[config.mk]
export PLATFORM = sky130hd
export DESIGN_NAME = lbc_ctrl
export DESIGN_NICKNAME = d
export VERILOG_FILES = /design/src/rtl/lbc_pkg.sv /design/src/rtl/lbc_ctrl.sv
export SDC_FILE = /design/constraint.sdc
export NUM_CORES = 1
export LEC_CHECK = 0
export BUFFER_PORTS_ARGS = -buffer_cell sky130_fd_sc_hd__buf_2
export CORE_AREA = 5 5 42 44
export DETAILED_ROUTE_END_ITERATION = 6
export DIE_AREA = 0 0 47 49
export HOLD_SLACK_MARGIN = 0.15
export SKIP_CTS_REPAIR_TIMING = 1
export SKIP_LAST_GASP = 1
export SYNTH_ARGS = -nofsm -noshare
export SYNTH_HDL_FRONTEND = slang
export SYNTH_SLANG_ARGS = --single-unit
[constraint.sdc]
create_clock -name clk -period 1.4 [get_ports clk]
set_input_delay 0.21 -clock clk [delete_from_list [all_inputs] [get_ports clk]]
set_output_delay 0.21 -clock clk [all_outputs]
set_load 0.02 [all_outputs]
[src/rtl/lbc_pkg.sv]
// Shared types and constants for the LRU block cache.
// Holds the state machine states, field codes and the controller/datapath structs.
// No dependencies.
`default_nettype none
package lbc_pkg;

  localparam int MAX_ENTRIES_DEF = 256;
  localparam int BLOCK_WORDS_DEF = 32;
  localparam int CFG_W           = 9;
  localparam int STAMP_W         = 32;
  localparam int DISK_W          = 4;
  localparam int BLK_W           = 8;
  localparam int POS_W           = 5;
  localparam int DATA_W          = 64;

  typedef enum logic [1:0] {
    MODE_LOOKUP = 2'd0,
    MODE_INSERT = 2'd1,
    MODE_UPDATE = 2'd2,
    MODE_UNUSED = 2'd3
  } mode_t;

  typedef enum logic [1:0] {
    ST_OK      = 2'd0,
    ST_MISS    = 2'd1,
    ST_PRESENT = 2'd2,
    ST_OFF     = 2'd3
  } status_t;

  typedef enum logic {
    REG_CACHE_ON = 1'b0,
    REG_ENTRIES  = 1'b1
  } reg_idx_t;

  typedef enum logic [2:0] {
    S_IDLE,
    S_PREP,
    S_SCAN,
    S_EXEC,
    S_RESP,
    S_RD,
    S_LD
  } state_t;

  typedef struct packed {
    logic load;
    logic scan_start;
    logic exec;
    logic resp_load;
    logic rd_issue;
    logic word_load;
  } cmd_t;

  typedef struct packed {
    logic need_scan;
    logic scan_done;
    logic exec_read;
    logic exec_resp;
    logic out_free;
    logic word_last;
  } sts_t;

endpackage
`default_nettype wire

[src/rtl/lbc_ctrl.sv]
// Controller state machine of the LRU block cache.
// Sequences accept, tag scan, execute and result delivery; uses lbc_pkg.
`default_nettype none
module lbc_ctrl (
  input  wire logic         clk,
  input  wire logic         rst,
  input  wire logic         in_valid,
  output logic              in_ready,
  input  lbc_pkg::sts_t     sts,
  output lbc_pkg::cmd_t     cmd
);
  import lbc_pkg::*;

  state_t state, state_next;

  always_ff @(posedge clk) begin
    if (rst) begin
      state <= S_IDLE;
    end else begin
      state <= state_next;
    end
  end

  always_comb begin
    state_next = state;
    case (state)
      S_IDLE: if (in_valid) state_next = S_PREP;
      S_PREP: state_next = sts.need_scan ? S_SCAN : S_EXEC;
      S_SCAN: if (sts.scan_done) state_next = S_EXEC;
      S_EXEC: begin
        if (sts.exec_read) state_next = S_RD;
        else if (sts.exec_resp) state_next = S_RESP;
        else state_next = S_IDLE;
      end
      S_RESP: if (sts.out_free) state_next = S_IDLE;
      S_RD:   state_next = S_LD;
      S_LD: begin
        if (sts.out_free) state_next = sts.word_last ? S_IDLE : S_RD;
      end
      default: state_next = S_IDLE;
    endcase
  end

  always_comb begin
    in_ready       = (state == S_IDLE);
    cmd            = '0;
    cmd.load       = (state == S_IDLE) && in_valid;
    cmd.scan_start = (state == S_PREP) && sts.need_scan;
    cmd.exec       = (state == S_EXEC);
    cmd.resp_load  = (state == S_RESP) && sts.out_free;
    cmd.rd_issue   = (state == S_RD);
    cmd.word_load  = (state == S_LD) && sts.out_free;
  end

endmodule
`default_nettype wire

==> results.md, run 1 <==
- Num CTS Buffers: 3
- Post-route cell area: 449 µm²
- Final setup violation count: 0
- Placed cell areas: 378 µm²
- Vias in the first global route: 288
- Area of the core: 1400 µm²
- Crit path DAT: 1.14 ns
- Die height: 49 µm
- CP required: 1.19 ns
- Slew HR: 83.4%
- Final min period: 1.35 ns
- Largest register FFs: 3
- Largest net degree at the start of global routing: 13
- Detailed Route Iter0 Violations: 0
- Power per cell area: 909 nW/µm²
- CTS Root Cell: clkbuf_4
- WS Path Type: reg -> out
- I/O pin count: 16
- VDD IR max: 572 µV
- Worst min-delay path class: in -> reg
- Synthesis-stage register bit count: 3
- Fin. Hold Viols: 0
- Top-area cell type share of the netlist area: 21.1%
- Clk sinks: 3
- Routed via count: 313
- Worst-margin pin slew: 0.250 ns
- Post-synth top area cell: dfxtp_1
- Number of cell rows: 14
- Die Width: 47 µm
- Syn_nets: 44
- Final Max Slew Viols: 0
- Slowest stage delay, CP: 0.38 ns
- TritonRoute pass-1 iters: 1
- Routed len/inst: 10.4 µm
- RSZ-0062 raised after global routing: yes
- CP startpoint kind: flip-flop
- Lkg Pwr: 0.188 nW
- Initial Util: 20.4%
- Later-pin clock latency in the skew report: 0.23 ns
- Avg Synthesized Cell Area: 8.15 µm²
- Power Total: 0.408 mW
- Netlist cell types: 23
- Skew final: 0.00128 ns
- Drt total wl: 736 µm
- Mapped cell area: 285 µm²
- WHS Path Cells: 2
- Crit end category: output port
- Clock Pin Slew Worst Setup and Hold Paths: 0.03 ns
- Max cap viols: 0
- Post-DP HPWL: 570 µm
- Gpl congestion: 0.788
- CTS max path bufs: 2
- Worst Reg-to-Reg Cells: 4
- Top Registers: state x3
- Final worst-path cycle share: 96.3%
- Gr usage total: 7.04%
- Mapped Cells: 35
- First-pass GRT wire length: 1170 µm
- Die Footprint: 2300 µm²
- CTS tree: done
- Post-route antenna net violation count: 0
- Antenna fix cells: 0
- Status: completed
- Yosys warning count: 0
- DRC viols: 0
- Register area share after synthesis: 21.1%
- Layout cells sized above 1: 58.2%
- Area contributors post-synth: dfxtp_1, buf_6, o32ai_2
- Port Buffer Count: 15
- Top reg by flops: state
- Worst-path maximum fanout: 12
- Via/cell ratio: 4.41
- H-tree Lvls: 1
- Cells along the critical path: nand2b_4 > nor3b_1 > buf_2
- GRT overflow: 0
- Slowest cell on crit path: dfxtp_4
- Fmax: 0.741 GHz
- Antenna violations before repair: 0
- Layout area overhead: 57.5%
- Layout Nets: 65
[per-stage QoR]
stage,TNS (ns),util (%),worst slack [ns],cells,hold WS [ns]
after CTS,-0.215,28.8,-0.112,70,0.172
after detailed placement,0,27.0,0.0811,66,0.411
final,0,32.1,0.0512,71,0.175
after floorplan,0,-,0.0637,35,0.272
after global placement,0,27.0,0.133,66,0.412
after global routing,-0.0394,32.1,-0.0212,71,0.177
[kinds of logic (layout without fill, tap and decap cells)]
kind of cell,count (synthesis),after routing,share of synthesized area (%)
flops,3,3,21.1
compound gates,8,8,24.1
buf+inv,3,23,9.21
mux,1,1,3.51
simple gates,20,20,42.1
[critical path, delay by kind of cell, from the launching register on]
kind / cells / cell delay, ns
DFF: 1 / 0.38
buffers and inverters: 1 / 0.19
and+or+nand+nor: 2 / 0.34
[cells in the final DEF, fill, tap and decap left out]
cell type and n:
buf_6 3, nor3_4 1, and3_4 1, nor2_1 3, inv_1 1, clkbuf_1 1, a21oi_1 3, a21oi_2 1
or2b_1 2, or2_0 1, nor2b_2 1, nand3b_1 1, and2_4 1, buf_2 13, clkbuf_4 3, dfxtp_1 1
and3_1 1, dfxtp_4 2, o2bb2ai_2 1, buf_4 2, o32ai_2 1, nand2_1 4, nor2_2 1, o211ai_1 1
nor3b_1 1, o22ai_1 1, nor3_1 1, mux2i_1 1, nand2b_4 1
[cell usage after synthesis, drive strengths merged]
cell	instances
nor3b	1
nand3b	1
nand2	4
o32ai	1
nand2b	1
o22ai	1
mux2i	1
dfxtp	3
o211ai	1
a21oi	4
nor2	4
nor2b	1
buf	2
nor3	2
and3	2
inv	1
or2b	2
o2bb2ai	1
and2	1
or2	1
[layout make-up]
class | count | area, µm²
clock buffers | 4 | 26.3
flip-flops and latches | 3 | 67.6
well taps | 16 | 20.0
inverters | 1 | 3.75
multi-input cells | 29 | 218
fillers | 164 | 952
repair buffers | 18 | 114
[worst paths after layout]
kind / endpoint / slack, ns / start
setup / recovery: cmd[4] / 0.05 / state[1]
setup reg to reg: state[2] / 0.25 / state[1]
hold reg to reg: state[1] / 0.55 / state[0]
hold / removal: state[2] / 0.17 / rst
[power breakdown]
group | switching (mW) | internal, mW
Combinational | 0.0647 | 0.0771
Sequential | 0.0229 | 0.0966
Clock | 0.0404 | 0.107
[routing by layer]
| metal | global-route usage (%) | routed length [µm] | up-vias |
|---|---|---|---|
| li1 | - | - | 162 |
| met1 | 7.89 | 298 | 140 |
| met2 | 10.6 | 369 | 11 |
| met3 | 4.06 | 69 | 0 |
| met4 | 2.76 | 0 | 0 |
| met5 | 0 | 0 | - |
Power figures use the tool's default switching activity.
==> run 2, diff against run 1 <==
==> constraint.sdc (replaced) <==
create_clock -name clk -period 1.2 [get_ports clk]
set_input_delay 0.18 -clock clk [delete_from_list [all_inputs] [get_ports clk]]
set_output_delay 0.18 -clock clk [all_outputs]
set_load 0.02 [all_outputs]
==> results.md, run 2 (synthesis results as in run 1) <==
- FILL cells: 152 (-7.3%)
- TritonRoute pass-1 iters: 4 (+3)
- GRT overflow: 0 (unchanged)
- R2r endpoint: state[0]
- Layout cells sized above 1: 65.6% (+7.4 points)
- Power per cell area: 1030 nW/µm² (+14%)
- CTS tree: done
- Post-DP HPWL: 631 µm (+11%)
- Final setup violation count: 7 (+7)
- Final core occ: 37.7% (+5.6 points)
- Vias in the first global route: 334 (+16%)
- Final Max Slew Viols: 0 (unchanged)
- Cells along the critical path: nor3_4 > and2_4 > buf_6
- Antenna fix cells: 0 (unchanged)
- Die Width: 47 µm (unchanged)
- Fmax: 0.777 GHz
- Gr usage total: 8.37% (+1.3 points)
- M1 WL: 332 µm (+11%)
- Area of the core: 1400 µm² (unchanged)
- Hold Slack: 0.260 ns (+0.0858 ns)
- Top Registers: state x3
- Largest net degree at the start of global routing: 8 (-5)
- Post-route antenna net violation count: 0 (unchanged)
- Violated checks: setup timing
- Fin. Hold Viols: 0 (unchanged)
- PnR worst setup slack: -0.0873 ns (-0.138 ns)
- WS Path Type: reg -> out
- Lkg Pwr: 0.224 nW (+19%)
- CTS max path bufs: 2 (unchanged)
- Slew HR: 85.2% (+1.8 points)
- Drt total wl: 873 µm (+19%)
- Crit path DAT: 1.11 ns (-0.03 ns)
- Top layer reached by signal wires: met4
- Via/cell ratio: 4.57 (+3.7%)
- DRC viols: 0 (unchanged)
- Most frequent cells in the layout: buf_4, buf_2, buf_6
- CP startpoint kind: flip-flop
- Slowest stage delay, CP: 0.38 ns (about the same)
- RSZ-0062 raised after global routing: yes
- FF-to-FF setup slack: 0.03 ns (-0.22 ns)
- Top reg by flops: state
- Power Total: 0.546 mW (+34%)
- WL met2: 451 µm (+22%)
- Largest register FFs: 3 (unchanged)
- Slowest cell on crit path: dfxtp_4
- Final worst-path cycle share: 107%
- Storage cell area: 68.8 µm² (+1.9%)
- Layout area overhead: 85.1%
- Clk sinks: 3 (unchanged)
- First-pass GRT wire length: 1370 µm (+16%)
- I/O pin count: 16 (unchanged)
- Layout Nets: 71 (+9.2%)
- Die height: 49 µm (unchanged)
- Later-pin clock latency in the skew report: 0.25 ns (+0.02 ns)
- Worst min-delay path class: in -> reg
- Routed len/inst: 11.3 µm (+9.4%)
- Clock Pin Slew Worst Setup and Hold Paths: 0.05 ns (+0.02 ns)
- Initial Util: 20.4% (unchanged)
- Worst setup path startpoint: state[0]
- Skew final: 0.0125 ns (+0.0112 ns)
- Worst-path maximum fanout: 7 (-5)
- Commonest non-fill, non-tap cell in the layout: buf_4
- Status: finished with violations
- Port Buffer Count: 15 (unchanged)
- DR WL met3: 65 µm (-5.8%)
- CTS Root Cell: clkbuf_4
- H-tree Lvls: 1 (unchanged)
- CP required: 1.02 ns (-0.17 ns)
- Reg2Reg Launch Point: state[1]
- Final min period: 1.29 ns
- Max cap viols: 0 (unchanged)
- Number of cell rows: 14 (unchanged)
- Antenna violations before repair: 0 (unchanged)
- Die Footprint: 2300 µm² (unchanged)
- Critical Path Sink: cmd[5]
- VDD IR max: 479 µV (-16%)
- Placement Setup Slack: 0.0500 ns (-0.0312 ns)
- Routed via count: 352 (+12%)
- Gpl congestion: 0.749 (-5.0%)
- Setup TNS: -0.366 ns (-0.366 ns)
- Detailed Route Iter0 Violations: 10 (+10)
- Multi-input logic area: 228 µm² (+4.6%)
- Crit end category: output port
- Num CTS Buffers: 3 (unchanged)
- Worst-margin pin slew: 0.222 ns (-0.0271 ns)
- Worst Reg-to-Reg Cells: 5 (+1)
## run 2: critical path: cells and delay by family (launching register included)
family	cells	cell delay [ns]
simple gates	2	0.38
buf+inv	1	0.11
flops	1	0.38
## run 2: how the worst min path moves through the flow
| stage | start | end | depth (start not counted) |
|---|---|---|---|
| 6_report | sts[1] | state[2] | 3 |
| 5_1_grt | sts[1] | state[1] | 4 |
| 4_1_cts | rst | state[1] | 2 |
| 3_5_place_dp | rst | state[2] | 2 |
| 3_3_place_gp | rst | state[2] | 2 |
| 2_1_floorplan | rst | state[2] | 1 |
## run 2: per-stage QoR
stage | instances | area (µm²)
floorplan | 35 | 295
global placement | 69 | 405
detailed placement | 69 | 405
CTS | 73 | 432
global route | 77 | 528
finish | 77 | 528
## run 2: report_power, final
part	internal [mW]	switching, mW	leakage [nW]
Sequential	0.113	0.0250	0.0264
Combinational	0.124	0.0903	0.183
Clock	0.126	0.0686	0.0150
## run 2: final cells by class
class | count | area share (%)
multi-input combinational | 29 | 43.1
timing repair buffer | 24 | 34.4
sequential | 3 | 13.0
clock buffer | 4 | 4.98
tap | 16 | 3.79
inverter | 1 | 0.711
## run 2: metal layers
metal	global-route usage, %	up-vias
met4	6.91	0
li1	-	175
met5	0	-
met2	12.7	16
met1	9.21	157
met3	2.21	4
==> run 3, diff against run 2 <==
--- a/config.mk
+++ b/config.mk
@@ -10,6 +10,7 @@
 export DETAILED_ROUTE_END_ITERATION = 6
 export DIE_AREA = 0 0 47 49
 export HOLD_SLACK_MARGIN = 0.15
+export PLACE_DENSITY_LB_ADDON = 0.15
 export SKIP_CTS_REPAIR_TIMING = 1
 export SKIP_LAST_GASP = 1
 export SYNTH_ARGS = -nofsm -noshare
==> results.md, run 3 (synthesis results as in run 1) <==
- Status: finished with violations
- Violated checks: setup timing
- Clock Pin Slew Worst Setup and Hold Paths: 0.04 ns (about the same)
- Initial Util: 20.4% (unchanged)
- Power Total: 0.525 mW (-3.9%)
- CP required: 1.02 ns (about the same)
- Number of cell rows: 14 (unchanged)
- Num CTS Buffers: 3 (unchanged)
- Antenna fix cells: 0 (unchanged)
- Final setup violation count: 5 (-2)
- Routed via count: 335 (-4.8%)
- Largest register FFs: 3 (unchanged)
- Crit path DAT: 1.11 ns (about the same)
- VDD IR max: 475 µV (-0.84%)
- Detailed Route Iter0 Violations: 0 (-10)
- Worst-margin pin slew: 0.243 ns (+0.0207 ns)
- Most frequent cells in the layout: buf_4, buf_2, buf_6
- Routed len/inst: 10.3 µm (-9.4%)
- Final Max Slew Viols: 0 (unchanged)
- Post-route cell area: 548 µm² (+3.8%)
- Final min period: 1.29 ns (-0.000747 ns)
- DRC viols: 0 (unchanged)
- Final core occ: 39.1% (+1.4 points)
- H-tree Lvls: 1 (unchanged)
- Top Registers: state x3
- Area of the core: 1400 µm² (unchanged)
- Layout Nets: 72 (+1.4%)
- GRT overflow: 0 (unchanged)
- Port Buffer Count: 15 (unchanged)
- Vias in the first global route: 290 (-13%)
- Placement Setup Slack: 0.0347 ns (-0.0152 ns)
- Crit end category: output port
- Hold Slack: 0.271 ns (+0.0109 ns)
- PnR worst setup slack: -0.0865 ns (+0.000747 ns)
- I/O pin count: 16 (unchanged)
- CP startpoint kind: flip-flop
- Via/cell ratio: 4.29 (-6.0%)
- RSZ-0062 raised after global routing: yes
- CTS Root Cell: clkbuf_4
- Die Width: 47 µm (unchanged)
- Top reg by flops: state
- Skew final: 0.00233 ns (-0.0101 ns)
- Drt total wl: 801 µm (-8.2%)
- Lkg Pwr: 0.230 nW (+2.7%)
- Post-DP HPWL: 604 µm (-4.3%)
- FILL cells: 161 (+5.9%)
- Post-route antenna net violation count: 0 (unchanged)
- Die height: 49 µm (unchanged)
- Setup TNS: -0.252 ns (+0.114 ns)
- WHS Path Cells: 3 (unchanged)
- Largest net degree at the start of global routing: 10 (+2)
- Filler-free cell count of the finished design: 78 (+1.3%)
- Fmax: 0.777 GHz (about the same)
- Commonest non-fill, non-tap cell in the layout: buf_4
- Later-pin clock latency in the skew report: 0.23 ns (-0.02 ns)
- Placed cell areas: 413 µm² (+1.9%)
- Worst Reg-to-Reg Cells: 6 (+1)
- TritonRoute pass-1 iters: 1 (-3)
- Post-placement cell count: 70 (+1.4%)
- Worst-path maximum fanout: 6 (-1)
- Layout cells sized above 1: 67.7% (+2.2 points)
- Slew HR: 83.8% (-1.4 points)
- CTS tree: done
- Final worst-path cycle share: 107% (about the same)
- Layout area overhead: 92.1%
- Clk sinks: 3 (unchanged)
- Gr usage total: 6.47% (-1.9 points)
- Worst min-delay path class: in -> reg
- WS Path Type: reg -> out
- Gpl congestion: 0.697 (-6.9%)
- Fin. Hold Viols: 0 (unchanged)
- Power per cell area: 958 nW/µm² (-7.4%)
- First-pass GRT wire length: 1080 µm (-21%)
- CTS max path bufs: 2 (unchanged)
- Die Footprint: 2300 µm² (unchanged)
- Antenna violations before repair: 0 (unchanged)
- Max cap viols: 0 (unchanged)
-- run 3: cell count changes in the layout (fill, tap and decap cells not counted), sizes merged --
cell	before	now
buf	23	24
-- run 3: where the power goes --
part	switching [mW]	internal, mW
Combinational	0.0907	0.126
Clock	0.0494	0.124
Sequential	0.0234	0.111
-- run 3: cell type report --
cell class,count,area [µm²],share of cell area (%)
sequential,3,68.8,12.6
tap,16,20.0,3.65
inverter,1,3.75,0.685
clock buffer,4,26.3,4.79
multi-input combinational,29,236,43.2
timing repair buffer,25,193,35.2
-- run 3: path summary, 6_finish.rpt --
kind,to,slack [ns],from
max,cmd[5],-0.09,state[1]
max reg2reg,state[2],0.02,state[1]
min reg2reg,state[1],0.58,state[0]
min,state[2],0.27,sts[1]
-- run 3: per-layer routing --
metal / GRT usage, % / part of all wire [%] / wire, µm
met5: 0 / 0 / 0
met1: 7.44 / 39 / 309
met2: 9.73 / 52 / 415
met4: 5.53 / 0 / 0
met3: 1.11 / 9.5 / 76
-- run 3: critical path, stage by stage (launching register included) --
cell and delay (ns):
dfxtp_2 0.33, buf_6 0.13, nor3_4 0.15, and2_1 0.16
buf_6 0.12
